## config.mk

```make
export PLATFORM = sky130hd
export DESIGN_NAME = xtea_half_round
export DESIGN_NICKNAME = d
export VERILOG_FILES = /design/src/rtl/xtea_pkg.sv /design/src/rtl/xtea_half_round.sv
export SDC_FILE = /design/constraint.sdc
export NUM_CORES = 1
export LEC_CHECK = 0
export BUFFER_PORTS_ARGS = -buffer_cell sky130_fd_sc_hd__clkbuf_2
export CAP_MARGIN = 15
export CELL_PAD_IN_SITES_DETAIL_PLACEMENT = 1
export CELL_PAD_IN_SITES_GLOBAL_PLACEMENT = 2
export CORE_MARGIN = 10
export CORE_UTILIZATION = 34
export DETAILED_ROUTE_END_ITERATION = 7
export PLACE_DENSITY = 0.88
export SKIP_LAST_GASP = 1
export SYNTH_ARGS = -nofsm -noshare
export SYNTH_HDL_FRONTEND = slang
export SYNTH_SLANG_ARGS = --single-unit
```

## constraint.sdc

```tcl
create_clock -name clk -period 24.6 [get_ports clk]
set_input_delay 2.46 -clock clk [delete_from_list [all_inputs] [get_ports clk]]
set_output_delay 2.46 -clock clk [all_outputs]
set_load 0.1 [all_outputs]
```

## src/rtl/xtea_pkg.sv

```systemverilog
// shared constants, types and the round mixing function of the xtea cipher unit
package xtea_pkg;

  // default number of feistel cycles
  localparam int XTEA_ROUNDS = 32;

  // round sum increment
  localparam logic [31:0] DELTA = 32'h9E37_79B9;

  // key register file
  localparam int KEY_WORDS = 4;
  localparam int KEY_IDX_W = 2;
  localparam int WORD_W    = 32;

  // configuration register indexes
  localparam logic [KEY_IDX_W-1:0] KEY_WORD_0 = 2'd0;
  localparam logic [KEY_IDX_W-1:0] KEY_WORD_1 = 2'd1;
  localparam logic [KEY_IDX_W-1:0] KEY_WORD_2 = 2'd2;
  localparam logic [KEY_IDX_W-1:0] KEY_WORD_3 = 2'd3;

  typedef logic [KEY_WORDS-1:0][WORD_W-1:0] key_t;

  // payload carried down the pipeline with each item
  typedef struct packed {
    logic              kind;
    logic [WORD_W-1:0] a;
    logic [WORD_W-1:0] b;
  } half_t;

  // mixing function of one half-round
  function automatic logic [WORD_W-1:0] mix(input logic [WORD_W-1:0] w,
                                            input logic [WORD_W-1:0] s,
                                            input logic [WORD_W-1:0] k);
    logic [WORD_W-1:0] f;
    f = ((w << 4) ^ (w >> 5)) + w;
    return f ^ (s + k);
  endfunction

endpackage

```

## src/rtl/xtea_half_round.sv

```systemverilog
// one registered half-round stage of the xtea pipeline
module xtea_half_round import xtea_pkg::*; #(
  parameter int ROUNDS = XTEA_ROUNDS,
  parameter int STEP   = 0
) (
  input  logic  clk,
  input  logic  rst,
  input  key_t  key,
  input  logic  in_valid,
  input  half_t in_data,
  output logic  out_valid,
  output half_t out_data
);

  // fixed round sums and key picks of this stage for both directions
  localparam int          Round    = STEP / 2;
  localparam bit          Odd      = (STEP % 2) == 1;
  localparam int          EncCount = Round + (Odd ? 1 : 0);
  localparam int          DecCount = ROUNDS - Round - (Odd ? 1 : 0);
  localparam logic [63:0] EncWide  = 64'(DELTA) * 64'(EncCount);
  localparam logic [63:0] DecWide  = 64'(DELTA) * 64'(DecCount);
  localparam logic [31:0] SumEnc   = EncWide[31:0];
  localparam logic [31:0] SumDec   = DecWide[31:0];
  localparam logic [KEY_IDX_W-1:0] KeyEnc = Odd ? SumEnc[12:11] : SumEnc[1:0];
  localparam logic [KEY_IDX_W-1:0] KeyDec = Odd ? SumDec[1:0] : SumDec[12:11];

  logic              upd_a;
  logic [WORD_W-1:0] src;
  logic [WORD_W-1:0] dst;
  logic [WORD_W-1:0] sum;
  logic [WORD_W-1:0] kw;
  logic [WORD_W-1:0] m;
  logic [WORD_W-1:0] res;
  half_t             data_next;

  // encrypt updates a on even steps, decrypt updates a on odd steps
  always_comb begin
    upd_a = Odd ? in_data.kind : !in_data.kind;
    src   = upd_a ? in_data.b : in_data.a;
    dst   = upd_a ? in_data.a : in_data.b;
    sum   = in_data.kind ? SumDec : SumEnc;
    kw    = key[in_data.kind ? KeyDec : KeyEnc];
    m     = mix(src, sum, kw);
    res   = in_data.kind ? (dst - m) : (dst + m);
    data_next      = in_data;
    data_next.a    = upd_a ? res : in_data.a;
    data_next.b    = upd_a ? in_data.b : res;
  end

  // valid bit
  always_ff @(posedge clk) begin
    if (rst) begin
      out_valid <= 1'b0;
    end else begin
      out_valid <= in_valid;
    end
  end

  // payload register
  always_ff @(posedge clk) begin
    if (in_valid) begin
      out_data <= data_next;
    end
  end

endmodule

```

## Yosys cells after proc, flatten, opt, wreduce, memory -nomap -nowiden

Index checks and enable logic that the tools add are counted.

- Muxes and demuxes: 9
- Bitwise gates (word level): 2
- Add/subtract/negate cells: 4
- $lt $le $gt $ge: 1

Operators by type and width:

| cell | number |
|---|---|
| $mux 32 | 7 |
| $add 32x32->32 | 3 |
| $bmux 32 s2 | 1 |
| $sub 32x32->32 | 1 |
| $xor 32x27->32 | 1 |
| $xor 32x32->32 | 1 |
| $lt 2x3->1 const B | 1 |
| $mux 2 | 1 |

- Register bits after elaboration: 66
- Output and inout port bits: 66
- Logic and storage cells: 20
- Input bits: 196

## Longest topological paths before layout

Gate-level depths: netlist (run 1).

- Word-level depth: 8
- Gate-level depth with buffers: 33
- Depth with buffers taken out: 28

## Worst setup path after synthesis (run 1)

No wires, ideal clock.

- Path type: input to register
- Start: input in_data[64] in the netlist's numbering
- End: register out_data[28] in the netlist's numbering, data pin
- Stages on the path: 27
- Slack: 15,182 ps
- Buffers on the path: 7
- Library setup time: 256 ps
- Data arrival time: 9,163 ps
- Data required time: 24,344 ps
- Path through: buf_4 -> buf_6 -> clkbuf_1 -> clkbuf_1 -> clkbuf_1 -> clkbuf_1 -> clkbuf_1 -> nand2_1 -> nand2_1 -> ha_1 -> and4_4 -> or3_4 -> and4_4 -> o311a_4 -> o41ai_1 -> xnor2_1 -> nand4_1 -> nor4_2 -> a21oi_1 -> xnor2_1 -> ha_1 -> and3_1 -> a2111oi_0 -> nor2_1 -> o21a_1 -> or3_1 -> a31o_2

RTL lines:

| item | RTL line | source |
|---|---|---|
| start: declaration | xtea_half_round.sv:10 | `input half_t in_data,` |
| end signal: assignment | xtea_half_round.sv:62 | `out_data <= data_next;` |
| end: declaration | xtea_half_round.sv:12 | `output half_t out_data` |

==> key figures, run 1 <==
Die
  • Core Box Area: 26,200 sq um
  • Horiz. Die Dim: 184 um
  • Full die area: 33,800 sq um
  • IO Pins: 262
  • Die Ht: 184 um
  • Initial core utilization: 34.8%
  • Rows: 59

Synth
  • Post-synthesis sequential area ratio: 21.6%
  • Yosys warnings: 0
  • Mapped Area: 9120 sq um
  • FFs w/ async S/R, synth: 0%
  • XOR/XNOR Fraction of Synth Area: 16.7%
  • Distinct cells, synth: 79
  • Syn Inst Count: 1,074
  • EDFF count, synth: 65
  • Synth Area in Compound Gates: 20.1%
  • Portion of netlist area occupied by mux cells: 8.99%
  • Dominant synthesized flop cell: edfxtp_1
  • Largest family of logic cells by synthesized area: compound AO/OA/AOI/OAI gates
  • Mean post-synth cell area: 8.49 sq um
  • Simple-Gate Fraction of Synth Area: 17.8%
  • Syn nets: 1,353
  • Adder-cell share of the synthesized area: 11.6%
  • Flops & latches, synth: 66

Finish
  • Leading cell types in the layout, fill and taps excluded: clkbuf_2 (195), nand2_1 (153), xnor2_1 (128), a21oi_1 (93), ha_1 (81)
  • Area delta synth->final: 17.9%
  • Nets: 1,533
  • Final std cells w/o fill: 1,595
  • FILL cells: 3,217
  • Most common cell after layout, fill and taps aside: clkbuf_2
  • Final core occ: 41.0%
  • Final Cell Area: 10,700 sq um
  • Share of cells above drive strength 1: 24.7%

Setup path
  • Worst setup SP type: input pin
  • Data arrival time of the critical path: 10.33 ns
  • Critical Path Sink Type: flop
  • Crit path required time: 24.69 ns
  • WS Path Type: input pin to flop
  • Critical path fanouts, max: 80

Timing
  • F_max: 97.6 MHz
  • Setup ws final: 14.36 ns
  • Final TNS setup: 0 ns
  • RSZ-0062 raised after global routing: no
  • Tmin final: 10.25 ns
  • Final Hold Viols: 0
  • Fin Hold WS: 2.28 ns
  • # setup viols final: 0
  • Period utilisation layout: 41.6%
  • Max_slew headroom: 41.3%
  • Worst slew pin tran: 0.880 ns
  • Fin. max-slew vios: 0

Placed design
  • Post-placement cell count: 1,578
  • Final GP Congestion: 0.853
  • HPWL after DPL: 24,600 um
  • Post-DP Area: 10,400 sq um
  • Port-buffer cells: 197
  • Setup slack at placement: 14.09 ns

Routing
  • DRC violations left: 0
  • Detailed Route WL: 29,400 um
  • Post-DRT Antenna Nets: 0
  • Vias: 8,459
  • Initial DRT Pass Iterations: 4
  • Via/cell ratio: 5.30
  • DRT iter0 DRCs: 404
  • WL/cell: 18.4 um

Clocking
  • Clk sinks: 66
  • CTS max path bufs: 2
  • Max H-tree Level: 3
  • CTS Buf Count: 9
  • Clk root buf: clkbuf_16
  • Number of hold buffers added after cts: 0
  • Post-CTS Setup Inserts: 0
  • CTS tree: yes
  • Clock transition at path regs: 0.06 ns
  • CTS resizes: 0

Global route
  • Total grt overflow: 0
  • Number of global-route vias before repair: 8,878
  • Largest net degree at the start of global routing: 81
  • First-pass GRT wire length: 47,000 um
  • Initial antenna violation count: 1
  • Total Routing Usage GR: 17.0%
  • GR Util met1: 23.5%
  • Busiest grt layer: met2
  • GR met3 Demand/Resource: 2.41%
  • M2 GR Usage: 27.4%

Pwr
  • Total power: 1.41 mW
  • Leak: 4.80 nW
  • Worst IR drop on VDD: 0.0511 mV
  • Power per cell area: 131 nW/um^2

Job
  • Max_cap viols: 0

Status
  • Status: finished, final reports clean

Worst hold path
  • Hold crit path type: input pin to flop
[routing by layer]
metal / part of all wire [%] / wire length, um / up-vias
li1: - / - / 4243
met1: 49 / 14500 / 4020
met2: 44 / 13100 / 173
met3: 4.8 / 1410 / 23
met4: 1.3 / 380 / 0
met5: 0 / 0 / -
[power breakdown]
group	internal, mW	switching (mW)
sequential	0.188	0.0129
clock	0.0890	0.0517
combinational	0.330	0.742
total	0.607	0.806
[cell families after synthesis]
kind of cell,count (synthesis)
AO/OA/AOI/OAI,279
XOR/XNOR,166
AND/OR/NAND/NOR,332
flip-flops,66
multiplexers,73
adder cells (fa/ha/maj),83
buffers and inverters,75
[worst max-delay path, stage by stage]
cell      delay, ns
buf_6          0.42
buf_4          0.66
inv_2          0.42
buf_4          0.38
nand2_1        0.13
nand2_1        0.11
ha_1           0.38
o21ai_0        0.13
o21ai_0        0.27
o21ai_0        0.17
xnor2_1        0.22
or3_1          0.43
nor3_2         0.27
nor4b_4        0.31
and3_1         0.31
a21oi_1        0.11
xnor2_1        0.29
ha_1           0.35
inv_1          0.10
nor3b_1        0.05
a221oi_1       0.57
o21a_1         0.22
a21oi_1        0.09
o31a_1         0.33
a211oi_1       0.34
xnor2_1        0.19
and3_1         0.22
a211o_1        0.29
[final cells by class]
cell class	count	area, sq um	area share [%]
Sequential cell	66	1970	18.3
Multi-Input combinational cell	933	6850	63.7
Timing Repair Buffer	201	1020	9.51
Inverter	43	161	1.50
Antenna cell	1	2.50	0.0233
Clock buffer	10	229	2.13
Clock inverter	6	91.3	0.850
Tap cell	335	419	3.90
[final timing paths]
path | to | depth (start not counted) | startpoint | slack, ns
worst max-delay path | out_data[63] | 28 | in_data[64] | 14.36
worst min-delay path | out_valid | 2 | rst | 2.28
[Yosys cell counts (3+ instances only)]
library cell | instances | area share [%]
ha_1 | 81 | 11
o21ai_0 | 46 | 2.5
nand3_1 | 13 | 0.71
nor2_1 | 55 | 2.3
a31oi_1 | 15 | 1.0
o31ai_1 | 10 | 0.82
o2111ai_1 | 5 | 0.48
xnor2_1 | 128 | 12
or3_1 | 3 | 0.21
a21oi_1 | 93 | 5.1
mux2_2 | 57 | 7.0
a211oi_1 | 6 | 0.49
mux2i_1 | 14 | 1.5
a21o_1 | 26 | 2.1
nor2b_1 | 21 | 1.4
xnor3_1 | 4 | 0.99
nor3_1 | 19 | 1.0
nand2_1 | 153 | 6.3
and2_1 | 12 | 0.82
a21bo_2 | 7 | 0.77
a221oi_1 | 3 | 0.29
a211o_1 | 5 | 0.48
inv_1 | 43 | 1.8
o21a_1 | 10 | 0.82
a31o_2 | 5 | 0.48
nand4_1 | 9 | 0.62
a21boi_0 | 5 | 0.41
xor2_1 | 33 | 3.2
o211ai_1 | 3 | 0.25
buf_1 | 10 | 0.41
o21bai_1 | 14 | 1.2
nand2b_1 | 10 | 0.69
and3_1 | 7 | 0.48
clkbuf_1 | 20 | 0.82
or2_2 | 3 | 0.21
edfxtp_1 | 65 | 21
nand4b_1 | 3 | 0.29
nor4_1 | 4 | 0.27
[registers in the layout, summed over array words and instances (netlist names)]
signal / flops
out_data: 65
out_valid: 1
Note: power is estimated with default switching activity, not from simulation.
==> run 2, diff against run 1 <==
- ABC_AREA: not set -> 1
- CORE_UTILIZATION: 34 -> 26
- PLACE_DENSITY: 0.88 -> 0.78
- clock period: 24.6 -> 9.15 ns (I/O delays scaled with it)
==> key figures, run 2 <==
Status
  • Status: finished, final reports clean (unchanged)

Setup path
  • Crit path required time: 9.24 ns (was 24.69 ns)
  • Worst setup SP type: input pin (unchanged)
  • Most frequent CP cell: nand2_1
  • Critical Path Sink Type: flop (unchanged)
  • Data arrival time of the critical path: 7.09 ns (was 10.33 ns)
  • Critical path's largest stage delay: 0.65 ns (was 0.66 ns)
  • Slowest cell on the critical path: inv_4 (was buf_4)
  • Critical path fanouts, max: 85 (was 80)
  • WS Path Type: input pin to flop (unchanged)

Clocking
  • Max H-tree Level: 3 (unchanged)
  • CTS resizes: 0 (unchanged)
  • Clock transition at path regs: 0.05 ns (was 0.06 ns)
  • Post-CTS Setup Inserts: 0 (unchanged)
  • CTS max path bufs: 2 (unchanged)
  • CTS Buf Count: 9 (unchanged)
  • Clk root buf: clkbuf_16 (unchanged)
  • Number of hold buffers added after cts: 0 (unchanged)
  • Clk sinks: 66 (unchanged)
  • CTS tree: yes (unchanged)

Timing
  • F_max: 143 MHz
  • Tmin final: 7.00 ns
  • RSZ-0062 raised after global routing: no (unchanged)
  • Final Hold Viols: 0 (unchanged)
  • Final TNS setup: 0 ns (unchanged)
  • Fin Hold WS: 0.725 ns (was 2.28 ns)
  • # setup viols final: 0 (unchanged)
  • Max_slew headroom: 42.9% (was 41.3%)
  • Worst slew pin tran: 0.857 ns (was 0.880 ns)
  • Fin. max-slew vios: 0 (unchanged)
  • Period utilisation layout: 76.5%

Worst hold path
  • Hold Path End: out_valid (unchanged)
  • Hold wc startpoint: rst (unchanged)
  • Hold crit path type: input pin to flop (unchanged)
  • Hold Path Stages: 2 (unchanged)

Finish
  • Nets: 2,056 (was 1,533)
  • Most common cell after layout, fill and taps aside: nand2_1 (was clkbuf_2)
  • Largest Register: out_data (unchanged)
  • Area delta synth->final: 18.4% (was 17.9%)
  • Max reg flops: 65 (unchanged)
  • Share of cells above drive strength 1: 15.2% (was 24.7%)
  • N_diodes: 0 (was 1)
  • FILL cells: 4,984 (was 3,217)
  • Leading cell types in the layout, fill and taps excluded: nand2_1 (580), clkbuf_2 (196), inv_1 (160), nand3_1 (112), nor2_1 (103) (was clkbuf_2 (195), nand2_1 (153), xnor2_1 (128), a21oi_1 (93), ha_1 (81))
  • Largest regs: out_data: 65 flops, out_valid: 1 flops (unchanged)

Routing
  • Post-DRT Antenna Nets: 0 (unchanged)
  • DRC violations left: 0 (unchanged)
  • WL/cell: 16.9 um (was 18.4 um)
  • Initial DRT Pass Iterations: 4 (unchanged)
  • DRT iter0 DRCs: 443 (was 404)
  • Via/cell ratio: 4.73 (was 5.30)
  • Vias: 10,855 (was 8,459)
  • Detailed Route WL: 38,600 um (was 29,400 um)

Global route
  • Number of global-route vias before repair: 11,563 (was 8,878)
  • Total grt overflow: 0 (unchanged)
  • M2 GR Usage: 27.5% (was 27.4%)
  • GR met3 Demand/Resource: 1.70% (was 2.41%)
  • GR Util met1: 22.0% (was 23.5%)
  • Total Routing Usage GR: 16.3% (was 17.0%)
  • Busiest grt layer: met2 (unchanged)
  • Largest net degree at the start of global routing: 86 (was 81)
  • Initial antenna violation count: 0 (was 1)
  • First-pass GRT wire length: 61,500 um (was 47,000 um)

Placed design
  • Final GP Congestion: 0.853 (about the same)
  • Port-buffer cells: 197 (unchanged)
  • HPWL after DPL: 33,900 um (was 24,600 um)

Pwr
  • Leak: 6.12 nW (was 4.80 nW)
  • Power per cell area: 284 nW/um^2 (was 131 nW/um^2)
  • Worst IR drop on VDD: 0.100 mV (was 0.0511 mV)

Synth
  • Mapped Area: 10,000 sq um (was 9120 sq um)
  • Syn nets: 1,875 (was 1,353)
  • Synth top area share: 21.7% (was 21.4%)
  • Dominant synthesized flop cell: edfxtp_1 (unchanged)
  • Distinct cells, synth: 55 (was 79)
  • Flops & latches, synth: 66 (unchanged)
  • Syn Inst Count: 1,596 (was 1,074)
  • Post-synthesis sequential area ratio: 19.6% (was 21.6%)
  • Cell types occupying the most area after synthesis: nand2_1 (22%), edfxtp_1 (19%), ha_1 (10%), xor2_1 (6.4%), inv_1 (6.0%) (was edfxtp_1 (21%), xnor2_1 (12%), ha_1 (11%), mux2_2 (7.0%), nand2_1 (6.3%))
  • Yosys warnings: 0 (unchanged)
  • FFs w/ async S/R, synth: 0% (unchanged)
  • Top-count cell post-synth: nand2_1 (unchanged)
  • Commonest cells post-synth: nand2_1 (580), inv_1 (160), nand3_1 (112), nor2_1 (103), o21ai_0 (102) (was nand2_1 (153), xnor2_1 (128), a21oi_1 (93), ha_1 (81), edfxtp_1 (65))
  • Mean post-synth cell area: 6.29 sq um (was 8.49 sq um)
  • EDFF count, synth: 65 (unchanged)
  • Largest area contributor in the netlist: nand2_1 (was edfxtp_1)

Die
  • IO Pins: 262 (unchanged)
  • Horiz. Die Dim: 217 um (was 184 um)
  • Rows: 71 (was 59)
  • Initial core utilization: 26.5% (was 34.8%)
  • Die Ht: 217 um (was 184 um)
  • Full die area: 46,900 sq um (was 33,800 sq um)
  • Core Box Area: 37,800 sq um (was 26,200 sq um)

Job
  • Max_cap viols: 0 (unchanged)
## run 2: cell count changes in the layout (fill, tap and decap cells not counted), sizes merged, moves of 42 or more
cell   before  now
o21ai      47  116
nand2     153  597
mux2       58    0
nand3      13  117
inv        43  164
xor2       33   75
nor2       55  116
xnor2     128   45
## run 2: routing by layer
layer / wire [um] / vias to the layer above
li1: - / 5606
met1: 19200 / 5062
met2: 17900 / 171
met3: 1150 / 16
met4: 344 / 0
met5: 0 / -
## run 2: how the worst max path moves through the flow
stage | startpoint | to | slack, ns
after floorplan | in_data[64] | out_data[30] | 3.14
after global placement | in_data[64] | out_data[31] | 1.98
after detailed placement | in_data[64] | out_data[31] | 1.78
after CTS | in_data[64] | out_data[31] | 2.15
after global routing | in_data[64] | out_data[31] | 1.41
final | in_data[64] | out_data[31] | 2.15
## run 2: critical path: cells and delay by family
| kind | cells | cell delay [ns] |
|---|---|---|
| fa+ha+maj | 2 | 0.67 |
| buf+inv | 6 | 1.65 |
| compound gates | 5 | 1.20 |
| simple gates | 15 | 2.13 |
| xor+xnor | 2 | 0.39 |
## run 2: cell type report
class | instances | area (sq um) | area share [%]
inverter | 165 | 622 | 5.23
clock inverter | 4 | 98.8 | 0.832
clock buffer | 12 | 256 | 2.16
sequential | 66 | 1970 | 16.6
timing repair buffer | 202 | 1030 | 8.66
multi-input combinational | 1333 | 7270 | 61.1
tap | 511 | 639 | 5.38
## run 2: per-stage QoR
step / instances / setup slack (ns) / util (%) / instance area (sq um) / total power, mW
floorplan: 1596 / 3.14 / - / 10000 / 2.41
global placement: 2277 / 1.98 / 30.5 / 11500 / 2.94
detailed placement: 2277 / 1.78 / 30.5 / 11500 / 2.98
CTS: 2293 / 2.15 / 31.4 / 11900 / 3.40
global route: 2293 / 1.41 / 31.4 / 11900 / 3.65
finish: 2293 / 2.15 / 31.4 / 11900 / 3.38
## run 2: power breakdown
group          internal, mW  leakage [nW]  total [mW]  switching [mW]
registers             0.473         0.642       0.500          0.0267
logic                 0.641          5.31        2.46            1.82
clock network         0.282         0.173       0.413           0.132
total                  1.40          6.12        3.38            1.98
## run 2: kinds of logic after synthesis
| kind of cell | synth area share (%) |
|---|---|
| simple gates | 38.1 |
| compound gates | 12.9 |
| buf+inv | 7.96 |
| xor+xnor | 10.8 |
| fa+ha+maj | 10.5 |
| flops | 19.6 |
| mux | 0.0997 |
==> run 3, diff against run 2 <==
- CORE_UTILIZATION: 26 -> 29
- PLACE_DENSITY: 0.78 -> 0.83
- clock period: 9.15 -> 6.6 ns (I/O delays scaled with it)
==> key figures, run 3 (synthesized netlist as in run 2, its figures left out) <==
Timing
  • Period utilisation layout: 92.4%
  • F_max: 164 MHz
  • Fin. max-slew vios: 0 (unchanged)
  • # setup viols final: 0 (unchanged)
  • Worst slew pin tran: 0.843 ns (was 0.857 ns)
  • Setup ws final: 0.500 ns (was 2.15 ns)
  • Tmin final: 6.10 ns
  • Final Hold Viols: 0 (unchanged)
  • RSZ-0062 raised after global routing: no (unchanged)
  • Final TNS setup: 0 ns (unchanged)
  • Max_slew headroom: 43.8% (was 42.9%)

Pwr
  • Sw frac: 60.0% (was 58.7%)
  • Worst IR drop on VDD: 0.271 mV (was 0.100 mV)
  • P_sw: 2.76 mW (was 1.98 mW)
  • Flop pwr share: 15.0% (was 14.8%)
  • Internal: 1.84 mW (was 1.40 mW)
  • Clock share of power: 10.5% (was 12.2%)
  • Combinational fraction of design power: 74.5% (was 73.0%)
  • Power per cell area: 388 nW/um^2 (was 284 nW/um^2)
  • Leak: 6.14 nW (was 6.12 nW)

Clocking
  • Clk root buf: clkbuf_16 (unchanged)
  • Clk sinks: 66 (unchanged)
  • Max H-tree Level: 3 (unchanged)
  • CTS tree: yes (unchanged)
  • Post-CTS Setup Inserts: 0 (unchanged)
  • CTS max path bufs: 2 (unchanged)
  • CTS Buf Count: 9 (unchanged)
  • Clock transition at path regs: 0.06 ns (was 0.05 ns)

Finish
  • Area delta synth->final: 17.9% (was 18.4%)
  • Max reg flops: 65 (unchanged)
  • FILL cells: 4,565 (was 4,984)
  • N_diodes: 0 (unchanged)
  • Largest Register: out_data (unchanged)
  • Multi-input logic area: 7270 sq um (unchanged)
  • Final core occ: 34.4% (was 31.4%)
  • Nets: 2,062 (was 2,056)
  • Leading cell types in the layout, fill and taps excluded: nand2_1 (580), clkbuf_2 (195), inv_1 (160), nand3_1 (112), nor2_1 (103) (was nand2_1 (580), clkbuf_2 (196), inv_1 (160), nand3_1 (112), nor2_1 (103))
  • Share of cells above drive strength 1: 15.4% (was 15.2%)
  • Most common cell after layout, fill and taps aside: nand2_1 (unchanged)
  • Largest regs: out_data: 65 flops, out_valid: 1 flops (unchanged)
  • Final std cells w/o fill: 2,243 (was 2,293)
  • Register area: 1970 sq um (unchanged)

Global route
  • First-pass GRT wire length: 59,300 um (was 61,500 um)
  • GR Util met1: 23.9% (was 22.0%)
  • Number of global-route vias before repair: 11,261 (was 11,563)
  • Initial antenna violation count: 0 (unchanged)
  • Total Routing Usage GR: 17.6% (was 16.3%)
  • Largest net degree at the start of global routing: 78 (was 86)
  • GR met3 Demand/Resource: 1.90% (was 1.70%)
  • M2 GR Usage: 29.8% (was 27.5%)
  • Total grt overflow: 0 (unchanged)
  • Busiest grt layer: met2 (unchanged)

Die
  • Die Ht: 206 um (was 217 um)
  • Full die area: 42,500 sq um (was 46,900 sq um)
  • Core Box Area: 34,400 sq um (was 37,800 sq um)
  • Rows: 68 (was 71)
  • IO Pins: 262 (unchanged)
  • Horiz. Die Dim: 206 um (was 217 um)
  • Initial core utilization: 29.2% (was 26.5%)

Setup path
  • Critical path fanouts, max: 58 (was 85)
  • Critical path's largest stage delay: 0.40 ns (was 0.65 ns)
  • Worst path top cell family by delay: simple AND/OR/NAND/NOR gates (unchanged)
  • Slowest cell on the critical path: ha_1 (was inv_4)
  • Crit path required time: 6.70 ns (was 9.24 ns)
  • Worst setup SP type: input pin (unchanged)
  • Most frequent CP cell: nand2_1 (unchanged)
  • Crit path buffers/inverters: 4 (was 6)
  • Critical Path Sink Type: flop (unchanged)
  • WS Path Type: input pin to flop (unchanged)
  • Data arrival time of the critical path: 6.20 ns (was 7.09 ns)

Placed design
  • Post-placement cell count: 2,227 (was 2,277)
  • HPWL after DPL: 33,600 um (was 33,900 um)
  • Port-buffer cells: 197 (unchanged)
  • Final GP Congestion: 0.873 (was 0.853)
  • Setup slack at placement: 0.173 ns (was 1.78 ns)

Routing
  • Via/cell ratio: 4.87 (was 4.73)
  • Initial DRT Pass Iterations: 5 (was 4)
  • DRC violations left: 0 (unchanged)
  • DRT iter0 DRCs: 500 (was 443)
  • Detailed Route WL: 38,200 um (was 38,600 um)
  • Vias: 10,927 (was 10,855)
  • Post-DRT Antenna Nets: 0 (unchanged)
  • WL/cell: 17.0 um (was 16.9 um)

Status
  • Status: finished, final reports clean (unchanged)

Job
  • Max_cap viols: 0 (unchanged)

Worst hold path
  • Hold crit path type: input pin to flop (unchanged)
-- run 3: per-layer routing --
| metal | part of all wire [%] | up-vias |
|---|---|---|
| li1 | - | 5624 |
| met1 | 49 | 5108 |
| met2 | 46 | 178 |
| met3 | 3.8 | 17 |
| met4 | 0.67 | 0 |
| met5 | 0 | - |
-- run 3: stage by stage --
step	power, mW	instance area (sq um)	hold WS, ns
2_1_floorplan	3.35	10000	0.731
3_3_place_gp	4.05	11500	0.821
3_5_place_dp	4.12	11500	0.828
4_1_cts	4.62	11800	0.465
5_1_grt	4.97	11800	0.475
6_report	4.60	11800	0.477
-- run 3: area by class of cell --
type / instances / area share (%)
clock buffers: 9 / 1.90
clock inverters: 7 / 0.571
inverters: 165 / 5.25
multi-input cells: 1333 / 61.4
flip-flops and latches: 66 / 16.7
well taps: 455 / 4.81
repair buffers: 208 / 9.43
-- run 3: power by group through the flow --
stage               clock (mW)  combinational, mW  sequential (mW)
floorplan                    0               1.71             1.64
global placement             0               3.36            0.695
detailed placement           0               3.42            0.700
CTS                      0.498               3.43            0.692
global route             0.514               3.75            0.702
finish                   0.482               3.43            0.690
-- run 3: path summary, 6_finish.rpt --
path	start	slack (ns)	depth (start not counted)	endpoint
max	in_data[64]	0.50	32	out_data[31]
min	rst	0.48	2	out_valid
-- run 3: what timing repair did --
item / CTS / global route
hold buffers: 0 / 0
hold endpoints to repair: 0 / 0
setup endpoints to repair: 0 / 2
gates resized for setup: 0 / 1
